--- config.mk ---
export PLATFORM = sky130hd
export DESIGN_NAME = seven_level_priority_interrupt
export DESIGN_NICKNAME = d
export VERILOG_FILES = /design/src/sv/spic_pkg.sv /design/src/sv/spic_core.sv /design/src/sv/seven_level_priority_interrupt.sv
export SDC_FILE = /design/constraint.sdc
export NUM_CORES = 1
export LEC_CHECK = 0
export ABC_AREA = 0
export BUFFER_PORTS_ARGS = -buffer_cell sky130_fd_sc_hd__buf_2
export CORE_UTILIZATION = 50
export CTS_BUF_LIST = sky130_fd_sc_hd__clkbuf_4 sky130_fd_sc_hd__clkbuf_8 sky130_fd_sc_hd__clkbuf_16
export DETAILED_ROUTE_END_ITERATION = 10
export PLACE_DENSITY = 0.75
export REMOVE_ABC_BUFFERS = 1
export SETUP_SLACK_MARGIN = 0.05
export SLEW_MARGIN = 10
export SYNTH_ARGS = -nofsm -noshare
export SYNTH_HDL_FRONTEND = slang
export SYNTH_SLANG_ARGS = --single-unit
--- constraint.sdc ---
create_clock -name clk_i -period 3.5 [get_ports clk_i]
set_input_delay 0.175 -clock clk_i [delete_from_list [all_inputs] [get_ports clk_i]]
set_output_delay 0.175 -clock clk_i [all_outputs]
set_load 0.05 [all_outputs]
--- src/sv/spic_pkg.sv ---
`default_nettype none

package spic_pkg;

  localparam int unsigned NUM_LEVELS = 7;
  localparam int unsigned LvlW       = $clog2(NUM_LEVELS + 1);
  localparam int unsigned StatusW    = 25;
  localparam int unsigned TestW      = 18;
  localparam int unsigned ProgLsb    = 18;
  localparam int unsigned ActLsb     = 8;
  localparam int unsigned OnBit      = 7;

  typedef logic [NUM_LEVELS-1:0] lvl_mask_t;
  typedef logic [LvlW-1:0]       lvl_t;

  typedef enum logic [2:0] {
    KIND_WRITE   = 3'd0,
    KIND_READ    = 3'd1,
    KIND_CONSO   = 3'd2,
    KIND_CONSZ   = 3'd3,
    KIND_IO_REQ  = 3'd4,
    KIND_DISMISS = 3'd5,
    KIND_GRANT   = 3'd6
  } kind_e;

  localparam int unsigned CMD_CLEAR     = 0;
  localparam int unsigned CMD_OFF       = 1;
  localparam int unsigned CMD_ON        = 2;
  localparam int unsigned CMD_LVL_ON    = 3;
  localparam int unsigned CMD_LVL_OFF   = 4;
  localparam int unsigned CMD_PROG_SET  = 5;
  localparam int unsigned CMD_PROG_CLR  = 6;

  typedef struct packed {
    logic [2:0]  kind;
    logic [6:0]  command;
    logic [6:0]  level_mask;
    logic [17:0] test_mask;
    logic [2:0]  io_level;
    logic        io_vectored;
    logic        apr_pending;
  } in_beat_t;

  typedef struct packed {
    logic [2:0]         pending_level;
    logic [StatusW-1:0] status_word;
    logic               skip;
    logic [2:0]         granted_level;
  } out_beat_t;

  typedef struct packed {
    logic      sys_on;
    lvl_mask_t enables;
    lvl_mask_t actives;
    lvl_mask_t io_req;
    lvl_mask_t prog_req;
    lvl_t      pending;
  } spic_state_t;

  function automatic lvl_mask_t level_bit(input lvl_t lvl);
    lvl_mask_t m;
    m = '0;
    if (lvl != '0 && 32'(lvl) <= NUM_LEVELS) begin
      m = lvl_mask_t'(1) << (NUM_LEVELS - 32'(lvl));
    end
    return m;
  endfunction

  // highest priority (lowest number) set level, 0 if none
  function automatic lvl_t top_level(input lvl_mask_t m);
    lvl_t lvl;
    lvl = '0;
    for (int i = 0; i < NUM_LEVELS; i++) begin
      if (m[i]) begin
        lvl = LvlW'(NUM_LEVELS - i);
      end
    end
    return lvl;
  endfunction

endpackage

`default_nettype wire

--- src/sv/spic_core.sv ---
`default_nettype none

module spic_core (
  input  spic_pkg::spic_state_t state_i,
  input  spic_pkg::in_beat_t    beat_i,
  input  logic [2:0]            cond_lvl_i,
  output spic_pkg::spic_state_t state_o,
  output spic_pkg::out_beat_t   beat_o
);
  import spic_pkg::*;

  spic_state_t st;
  lvl_mask_t   lm;
  lvl_mask_t   apr_mask;
  lvl_t        req_lvl;
  lvl_t        act_lvl;
  logic [TestW-1:0] test_word;
  logic        skip;
  lvl_t        granted;

  always_comb begin
    st        = state_i;
    lm        = beat_i.level_mask[NUM_LEVELS-1:0];
    skip      = 1'b0;
    granted   = '0;
    test_word = TestW'({state_i.actives, state_i.sys_on, state_i.enables});

    case (beat_i.kind)
      KIND_WRITE: begin
        if (beat_i.command[CMD_CLEAR]) begin
          st.sys_on   = 1'b0;
          st.enables  = '0;
          st.actives  = '0;
          st.prog_req = '0;
        end
        if (beat_i.command[CMD_OFF])      st.sys_on   = 1'b0;
        if (beat_i.command[CMD_ON])       st.sys_on   = 1'b1;
        if (beat_i.command[CMD_LVL_ON])   st.enables  = st.enables | lm;
        if (beat_i.command[CMD_LVL_OFF])  st.enables  = st.enables & ~lm;
        if (beat_i.command[CMD_PROG_SET]) st.prog_req = st.prog_req | lm;
        if (beat_i.command[CMD_PROG_CLR]) st.prog_req = st.prog_req & ~lm;
      end
      KIND_CONSO: skip = (beat_i.test_mask & test_word) != '0;
      KIND_CONSZ: skip = (beat_i.test_mask & test_word) == '0;
      KIND_IO_REQ: st.io_req = state_i.io_req | level_bit(LvlW'(beat_i.io_level));
      KIND_DISMISS: st.actives = state_i.actives & ~level_bit(top_level(state_i.actives));
      KIND_GRANT: begin
        if (state_i.pending != '0) begin
          if (beat_i.io_vectored) begin
            st.io_req = state_i.io_req & ~level_bit(top_level(state_i.io_req));
          end
          st.actives = state_i.actives | level_bit(state_i.pending);
          granted    = state_i.pending;
        end
      end
      default: ;
    endcase

    apr_mask = beat_i.apr_pending ? level_bit(LvlW'(cond_lvl_i)) : '0;
    req_lvl  = top_level((apr_mask | st.io_req | st.prog_req) & st.enables);
    act_lvl  = top_level(st.actives);
    st.pending = '0;
    if (st.sys_on && (act_lvl == '0 || req_lvl < act_lvl)) begin
      st.pending = req_lvl;
    end
  end

  assign state_o = st;

  always_comb begin
    beat_o               = '0;
    beat_o.pending_level = 3'(st.pending);
    beat_o.status_word[ProgLsb +: NUM_LEVELS] = st.prog_req;
    beat_o.status_word[ActLsb +: NUM_LEVELS]  = st.actives;
    beat_o.status_word[OnBit]                 = st.sys_on;
    beat_o.status_word[NUM_LEVELS-1:0]        = st.enables;
    beat_o.skip          = skip;
    beat_o.granted_level = 3'(granted);
  end

endmodule

`default_nettype wire

--- src/sv/seven_level_priority_interrupt.sv ---
`default_nettype none

// channel  direction  handshake              payload
// in       input      in_valid_i/in_stall_o  in_beat_i   (spic_pkg::in_beat_t)
// out      output     out_valid_o/out_stall_i out_beat_o (spic_pkg::out_beat_t)
// cfg      input      cfg_we_i               cfg_wdata_i (condition level)
//
// One beat per cycle while in_stall_o is low: each accepted beat updates the state and loads the
// result register at the same edge; its result is offered the next cycle.
// in_stall_o is high only while a held result is stalled downstream.
// rst_ni clears all state, the condition level and the result valid.

module seven_level_priority_interrupt (
  input  logic               clk_i,
  input  logic               rst_ni,
  input  logic               in_valid_i,
  output logic               in_stall_o,
  input  spic_pkg::in_beat_t in_beat_i,
  output logic               out_valid_o,
  input  logic               out_stall_i,
  output spic_pkg::out_beat_t out_beat_o,
  input  logic               cfg_we_i,
  input  logic [2:0]         cfg_wdata_i
);
  import spic_pkg::*;

  spic_state_t state_q, state_d;
  out_beat_t   res_d, res_q;
  logic        out_valid_q;
  logic [2:0]  cond_lvl_q;
  logic        in_accept;

  spic_core u_core (
    .state_i    (state_q),
    .beat_i     (in_beat_i),
    .cond_lvl_i (cond_lvl_q),
    .state_o    (state_d),
    .beat_o     (res_d)
  );

  assign in_stall_o = out_valid_q & out_stall_i;
  assign in_accept  = in_valid_i & ~in_stall_o;

  always_ff @(posedge clk_i or negedge rst_ni) begin
    if (!rst_ni) begin
      state_q     <= '0;
      out_valid_q <= 1'b0;
      cond_lvl_q  <= '0;
    end else begin
      if (cfg_we_i) begin
        cond_lvl_q <= cfg_wdata_i;
      end
      if (in_accept) begin
        state_q     <= state_d;
        out_valid_q <= 1'b1;
      end else if (!out_stall_i) begin
        out_valid_q <= 1'b0;
      end
    end
  end

  always_ff @(posedge clk_i) begin
    if (in_accept) begin
      res_q <= res_d;
    end
  end

  assign out_valid_o = out_valid_q;
  assign out_beat_o  = res_q;

endmodule

`default_nettype wire

---- After elaboration in Yosys (flattened, before gate mapping) ----
Cells that the tools add are included.
storage, ports and cells
  flip-flop bits (word level) ............. 65
  bits of input ports ..................... 48
  output and inout port bits .............. 34
  logic and storage cells ................. 125
operators by class
  add/sub/neg operators ................... 5
  order comparisons ....................... 1
  eq/ne operators ......................... 6
  shift-type cells ........................ 5
  mux-type cells .......................... 66
  bitwise operators ....................... 18
  reduce and logical (&&, ||, !) cells .... 12
operators with widths
  operator                                                             count
  1-bit by 32-bit left shift with 7-bit output (first input constant)  5
  7-bit two-way mux                                                    22
  3-bit two-way mux                                                    33
  7-bit OR                                                             6
  7-bit bitwise AND                                                    5
  15-bit two-way mux                                                   2
  7-bit inverter                                                       3
  7-bit case mux with 3 select lines                                   1
  3-bit by 3-bit subtractor with 4-bit output (first input constant)   5
  18-bit by 15-bit bitwise AND with 18-bit output                      1
  18-bit zero test                                                     1
  18-bit nonzero test                                                  1
  3-bit nonzero test                                                   5
  14-bit two-way mux                                                   1
  7-bit case mux with 2 select lines                                   1
  3-bit == test (second input constant)                                3
  8-bit two-way mux                                                    1
  3-bit by 2-bit == test with 1-bit output (second input constant)     2
  3-bit zero test                                                      2
  1-bit two-way mux                                                    4
  3-bit < comparator                                                   1
  1-bit bitwise AND                                                    2
  2-bit by 1-bit != test with 1-bit output (second input constant)     1
  1-bit case mux with 2 select lines                                   1
  other kinds (4)                                                      4

---- Logic depth before layout (Yosys ltp) ----
Gate-level depths: netlist of run 1.
  depth after elaboration ................. 35
  depth in mapped cells ................... 16
  depth with buffers taken out ............ 14

---- Modules after synthesis ----
From an unflattened synthesis of run 1, not the netlist that was laid out.
second synthesis, totals
  cells, all modules ...................... 338
  area total of the unflattened synthesis .. 3742.3 µm²
by module, submodules not included
  module                          instances  cells each  area each (µm²)  seq. area each (µm²)
  seven_level_priority_interrupt  1          109         2321.0           1861.8
  spic_core                       1          229         1421.4           0.0

---- Worst setup path after synthesis of run 1 ----
OpenSTA, ideal clock, no wires.
  kind .................................... register to register
  start point ............................. register state_q[14] (netlist name)
  end point ............................... register state_q[0] (netlist name)
  setup time .............................. 0.125 ns
  arrival time ............................ 3.034 ns
  data required time ...................... 3.375 ns
  slack ................................... 0.341 ns
  stages on the path, launching flop included .. 13
  buffers on the path ..................... 0
  period minus slack after synthesis ...... 3.159 ns
  path through ............................ dfrtp_1 > or4_1 > nor3_1 > nor2_1 > o41a_1 > nand2b_1 > o21ai_0 > inv_1 > ha_1 > o21ai_0 > a32o_1 > nor2b_2 > mux2_2
RTL lines
  what                    RTL line                              RTL
  start, declared         seven_level_priority_interrupt.sv:27  spic_state_t state_q, state_d;
  start signal, assigned  seven_level_priority_interrupt.sv:54  state_q <= state_d;

==> qor.txt, run 1 <==
Via density -> 5.59
CORE AREA -> 0.00687 mm^2
Max_slew headroom -> 0.406
Setup crit end kind -> register
CTS buffer count -> 9
WP data required -> 3.73 ns
Worst r2r dst -> state_q[0]
Leakage -> 2.00 nW
Largest net degree at the start of global routing -> 60
Die Ht -> 86.8 um
ANT cells -> 0
Hold Crit Start -> in_valid_i
Hold Path Cell Cnt -> 2
Min-delay worst type -> in2reg
Vias in the first global route -> 2,781
DRC violations left -> 0
IO buf count -> 75
DRT iter0 DRCs -> 374
Ports -> 82
Tcrit/Tclk final -> 0.941
Leading post-synthesis cells by cell area -> dfrtp_1 (25%), edfxtp_1 (24%), nand2_1 (7.5%), a21oi_1 (3.8%), o21ai_0 (3.3%)
Worst path arrival time -> 3.53 ns
Fmax -> 304 MHz
Total GRT Usage -> 0.254
Hold Fails Final Rpt -> 0
RSZ-0062 raised after global routing -> false
Leading area contributor after synthesis -> dfrtp_1
Die Footprint -> 0.00754 mm^2
Maximum Capacitance Violations -> 0
Critical path launch point type -> register
Total clock sinks -> 65
Synth top area share -> 0.250
Crit path time final -> 3.29 ns
Cells after DPL -> 536
Via count -> 3,095
Reg2Reg Setup Slack -> 0.21 ns
WHS Endpoint -> out_valid_o
Clk root buf -> clkbuf_8
DR WL/cell -> 16.1 um
Post-synthesis instance total -> 368
Max-slew violation count -> 0
Number of synthesized register bits -> 65
Crit Path Class -> reg2reg
# setup viols final -> 0
Rows -> 30
Async set-reset flop share out of synthesis -> 0.554
First-pass GRT wire length -> 14,200 um
Slew @ Worst Pin -> 0.891 ns
Syn avg cell area -> 9.78 um^2
Seq/Total Area, Yosys -> 0.493
Max Buffers Root-to-Sink -> 2
Mapped Area -> 0.00360 mm^2
Chip Width -> 86.8 um
Dominant synthesized flop cell -> dfrtp_1
Detailed Place HPWL -> 6350 um
Status -> finished, final reports clean
Global route overflow -> 0
Clock transition at the registers of the reported paths -> 0.07 ns
Worst reg2reg path depth -> 13
CTS tree -> yes
Gpl congestion -> 0.869
EDFF count, synth -> 29
Initial antenna violation count -> 0
Skew-Pair Late Insertion Delay -> 0.35 ns
Pwr Total -> 2.44 mW
Antenna viol nets, final -> 0
Share of cells above drive strength 1 -> 0.303
Initial Util -> 0.524
Detailed Route WL -> 8910 um
R2R Path Start -> state_q[14]
Post-synth cell types -> 68
Worst-path fanout max -> 2
PwrDens -> 557 mW/mm^2
Worst VDD drop -> 238 uV
Yosys warns -> 0
Final TNS setup -> 0 ns
Layout Cells excl Fill -> 554
Fillers -> 569
Drt pass-1 iters -> 5
H-tree levels -> 3
Area Growth Syn to Fin -> 21.8%
Final Skew -> 0.00897 ns
Fin nets -> 503
routing by layer:
metal | share of wire | track usage | routed length (um) | up-vias
met5 | 0 | 0 | 0 | -
met4 | 0.011 | 0.0758 | 102 | 0
met3 | 0.066 | 0.0648 | 590 | 7
met2 | 0.48 | 0.391 | 4270 | 125
met1 | 0.44 | 0.355 | 3940 | 1470
li1 | - | - | - | 1493
through the flow:
stage,hold WS (ns),setup WS (ns),instance area [um^2],utilization
after CTS,0.0120,0.106,4360,0.635
final,0.0250,0.207,4380,0.638
after floorplan,-0.121,0.339,3490,-
after global routing,0.0271,0.0126,4380,0.638
after detailed placement,0.339,0.124,4110,0.598
after global placement,0.331,0.174,4110,0.598
logic make-up (layout without fill, tap and decap cells):
family / after synthesis / after routing / synth area share
fa+ha+maj: 2 / 2 / 0.00696
buf+inv: 41 / 129 / 0.0539
xor+xnor: 1 / 1 / 0.00244
other cells: 1 / 3 / 0.00104
mux: 7 / 7 / 0.0219
simple gates: 139 / 139 / 0.197
compound gates: 112 / 112 / 0.225
flops: 65 / 65 / 0.493
synth_stat cells, types with 2 or more instances:
cell,count
a22oi_1,4
buf_4,4
o21ai_1,10
o21ai_0,24
nor2b_1,3
clkbuf_1,9
nor3_1,8
nand4b_1,3
edfxtp_1,29
nor3b_1,5
nand2b_1,5
o31ai_1,5
o41ai_2,2
buf_6,3
nand2_1,72
nand3_1,3
and4_1,2
o22ai_1,3
a31oi_1,6
dfrtp_1,36
buf_2,2
mux2_2,7
nand3b_2,2
o21ai_2,5
a41oi_1,3
a22o_1,3
o31ai_4,3
nor2_1,17
ha_1,2
nand3b_1,2
inv_1,22
and2_1,2
a21oi_1,27
what timing repair did:
action	4_1_cts	5_1_grt
endpoints found under the hold margin	36	0
buffers inserted	0	1
gates resized for setup	0	3
setup endpoints to repair	0	6
hold buffers	1	0
placed cells by master, fill, tap and decap left out, types with 4 or more instances in the layout:
master     n
buf_2     75
nand2_1   72
dfrtp_1   36
edfxtp_1  29
a21oi_1   27
o21ai_0   23
inv_1     21
nor2_1    17
buf_4     14
o21ai_1   11
clkbuf_8  10
mux2_2     7
nor3_1     6
a31oi_1    6
nor3b_1    5
nand2b_1   5
o31ai_1    5
o21ai_2    5
a22oi_1    4
critical path, stage by stage (launching register included):
cell      delay, ns
dfrtp_1        0.37
or4_1          0.55
nor3_2         0.18
nor2_1         0.08
o41a_1         0.42
nand2b_1       0.17
a31oi_1        0.16
or2_1          0.16
inv_1          0.05
ha_1           0.26
o21ai_0        0.09
a32o_1         0.23
nor2b_2        0.16
mux2_2         0.27
state kept, by name, summed over array words and instances, names as in the netlist:
name,cells
state_q,32
out_valid_o,1
out_beat_o,29
cond_lvl_q,3
area by class of cell:
cell class | count | area (um^2) | share of cell area
flip-flops and latches | 65 | 1770 | 0.404
multi-input cells | 264 | 1650 | 0.376
repair buffers | 91 | 510 | 0.117
clock buffers | 11 | 145 | 0.0331
well taps | 96 | 120 | 0.0274
clock inverters | 5 | 103 | 0.0234
inverters | 22 | 82.6 | 0.0188
worst max-delay path by stage:
stage	from	to	slack [ns]	cells after the start
6_report	state_q[14]	state_q[0]	0.21	13
3_3_place_gp	state_q[14]	state_q[0]	0.17	12
2_1_floorplan	state_q[14]	state_q[0]	0.34	12
4_1_cts	state_q[15]	state_q[0]	0.11	12
5_1_grt	state_q[14]	state_q[2]	0.01	13
3_5_place_dp	state_q[14]	state_q[0]	0.12	12
power by group:
part	internal, mW	leakage (nW)	switching [mW]
clock network	0.499	0.123	0.295
registers	0.907	0.765	0.0603
logic	0.245	1.11	0.431
total	1.65	2.00	0.787
Power figures use the tool's default switching activity.
==> inputs of run 2 (changes only) <==
- CORE_UTILIZATION: 50 -> 49
- GPL_ROUTABILITY_DRIVEN: default -> 0
- PLACE_DENSITY: 0.75 -> 0.76
- clock period: 3.5 -> 3 ns (I/O delays scaled with it)
==> qor.txt, run 2 (synthesis gave the netlist of run 1 again) <==
Detailed Route WL -> 10,100 um
Fmax -> 316 MHz
Max Buffers Root-to-Sink -> 2
Failing checks -> setup timing
CTS tree -> yes
Detailed Place HPWL -> 7050 um
Worst reg2reg path depth -> 15
IO buf count -> 75
Fin nets -> 542
Setup crit end kind -> register
Drt pass-1 iters -> 5
ANT cells -> 0
Worst setup path endpoint -> state_q[2]
Worst VDD drop -> 393 uV
Layout Utilization -> 0.682
Reg2Reg Setup Slack -> -0.16 ns
Max_slew headroom -> 0.432
WP data required -> 3.26 ns
Worst path arrival time -> 3.42 ns
Crit Path Class -> reg2reg
Hold Fails Final Rpt -> 0
DRC violations left -> 0
Area Growth Syn to Fin -> 31.6%
Most common cell after layout, fill and taps aside -> buf_2
DR WL/cell -> 17.0 um
Largest net degree at the start of global routing -> 37
Via count -> 3,436
Rows -> 30
Slew @ Worst Pin -> 0.852 ns
PwrDens -> 601 mW/mm^2
Min-delay worst type -> in2reg
Via density -> 5.79
Crit path time final -> 3.16 ns
Max-slew violation count -> 0
Critical path launch point type -> register
Vias in the first global route -> 3,198
Clock transition at the registers of the reported paths -> 0.08 ns
R2R Path Start -> state_q[12]
First-pass GRT wire length -> 15,700 um
Share of cells above drive strength 1 -> 0.388
Clk root buf -> clkbuf_8
H-tree levels -> 3
Status -> complete, but fails checks
Chip Width -> 87.7 um
CORE AREA -> 0.00694 mm^2
Skew-Pair Late Insertion Delay -> 0.36 ns
RSZ-0062 raised after global routing -> true
Most flop-heavy register -> state_q
Initial Util -> 0.518
Final WS setup -> -0.161 ns
Worst-path fanout max -> 4
Die Footprint -> 0.00769 mm^2
Antenna viol nets, final -> 0
Total clock sinks -> 65
Final Skew -> 0.00931 ns
Largest register FFs -> 32
DRT iter0 DRCs -> 359
Most frequent cells in the layout -> buf_2 (75), nand2_1 (72), buf_4 (52), dfrtp_1 (36), edfxtp_1 (29)
# setup viols final -> 5
Total GRT Usage -> 0.275
Initial antenna violation count -> 0
Worst r2r dst -> state_q[2]
Leakage -> 2.19 nW
Die Ht -> 87.7 um
Critical Path Start -> state_q[12]
CTS buffer count -> 9
WHS -> 0.0214 ns
Global route overflow -> 0
Ports -> 82
Maximum Capacitance Violations -> 0
Tcrit/Tclk final -> 1.05
==> run 2: critical path: stages, from the launching register on <==
cell and delay (ns):
dfrtp_1 0.40, or4_4 0.56, nor3_4 0.16, buf_6 0.13
a21oi_4 0.05, o31ai_4 0.29, nand2b_4 0.08, a31oi_1 0.13
or2_1 0.17, inv_2 0.06, ha_4 0.17, a21oi_2 0.14
o211ai_1 0.15, nor2_2 0.22, a21oi_4 0.10, o31ai_2 0.25
==> run 2: worst min path at each step <==
stage               slack [ns]            from       endpoint  cells after the start
global placement          0.31          rst_ni  cond_lvl_q[0]                      1
global route              0.03  cfg_wdata_i[0]  cond_lvl_q[0]                      2
CTS                       0.02  cfg_wdata_i[2]  cond_lvl_q[2]                      2
detailed placement        0.30          rst_ni  cond_lvl_q[1]                      1
finish                    0.02  cfg_wdata_i[1]  cond_lvl_q[1]                      2
floorplan                -0.15          rst_ni  cond_lvl_q[0]                      0
==> run 2: area by class of cell <==
type,instances,area (um^2)
clock inverters,5,40.0
flip-flops and latches,65,1770
multi-input cells,264,1780
repair buffers,130,797
well taps,96,120
clock buffers,11,145
fillers,540,2210
inverters,22,82.6
==> run 2: per-stage QoR <==
step / setup slack (ns) / std cells / instance area (um^2) / power [mW] / TNS, ns
detailed placement: -0.193 / 572 / 4360 / 2.01 / -0.904
CTS: -0.0258 / 590 / 4620 / 2.73 / -0.0728
global placement: -0.138 / 572 / 4360 / 1.98 / -0.449
finish: -0.161 / 593 / 4730 / 2.84 / -0.609
global route: -0.262 / 593 / 4730 / 2.96 / -1.17
floorplan: -0.161 / 351 / 3490 / 1.66 / -0.523
==> run 2: power breakdown <==
group	internal [mW]	leakage, nW	total [mW]	switching (mW)
Clock	0.335	0.0856	0.699	0.364
Sequential	1.06	0.765	1.13	0.0713
Combinational	0.417	1.34	1.02	0.599
Total	1.81	2.19	2.84	1.03
==> run 2: what timing repair did <==
| item | CTS | global route |
|---|---|---|
| endpoints found under the hold margin | 37 | 0 |
| setup endpoints to repair | 6 | 6 |
| setup buffers | 0 | 3 |
| hold buffers | 2 | 0 |
| gates resized for setup | 12 | 16 |
| pin swaps | 9 | 12 |
==> run 2: per-layer routing <==
layer	GRT usage	wire (um)	up-vias
met5	0	0	-
met4	0.133	283	0
met3	0.0443	904	35
met2	0.447	4880	223
met1	0.360	4010	1597
li1	-	-	1581
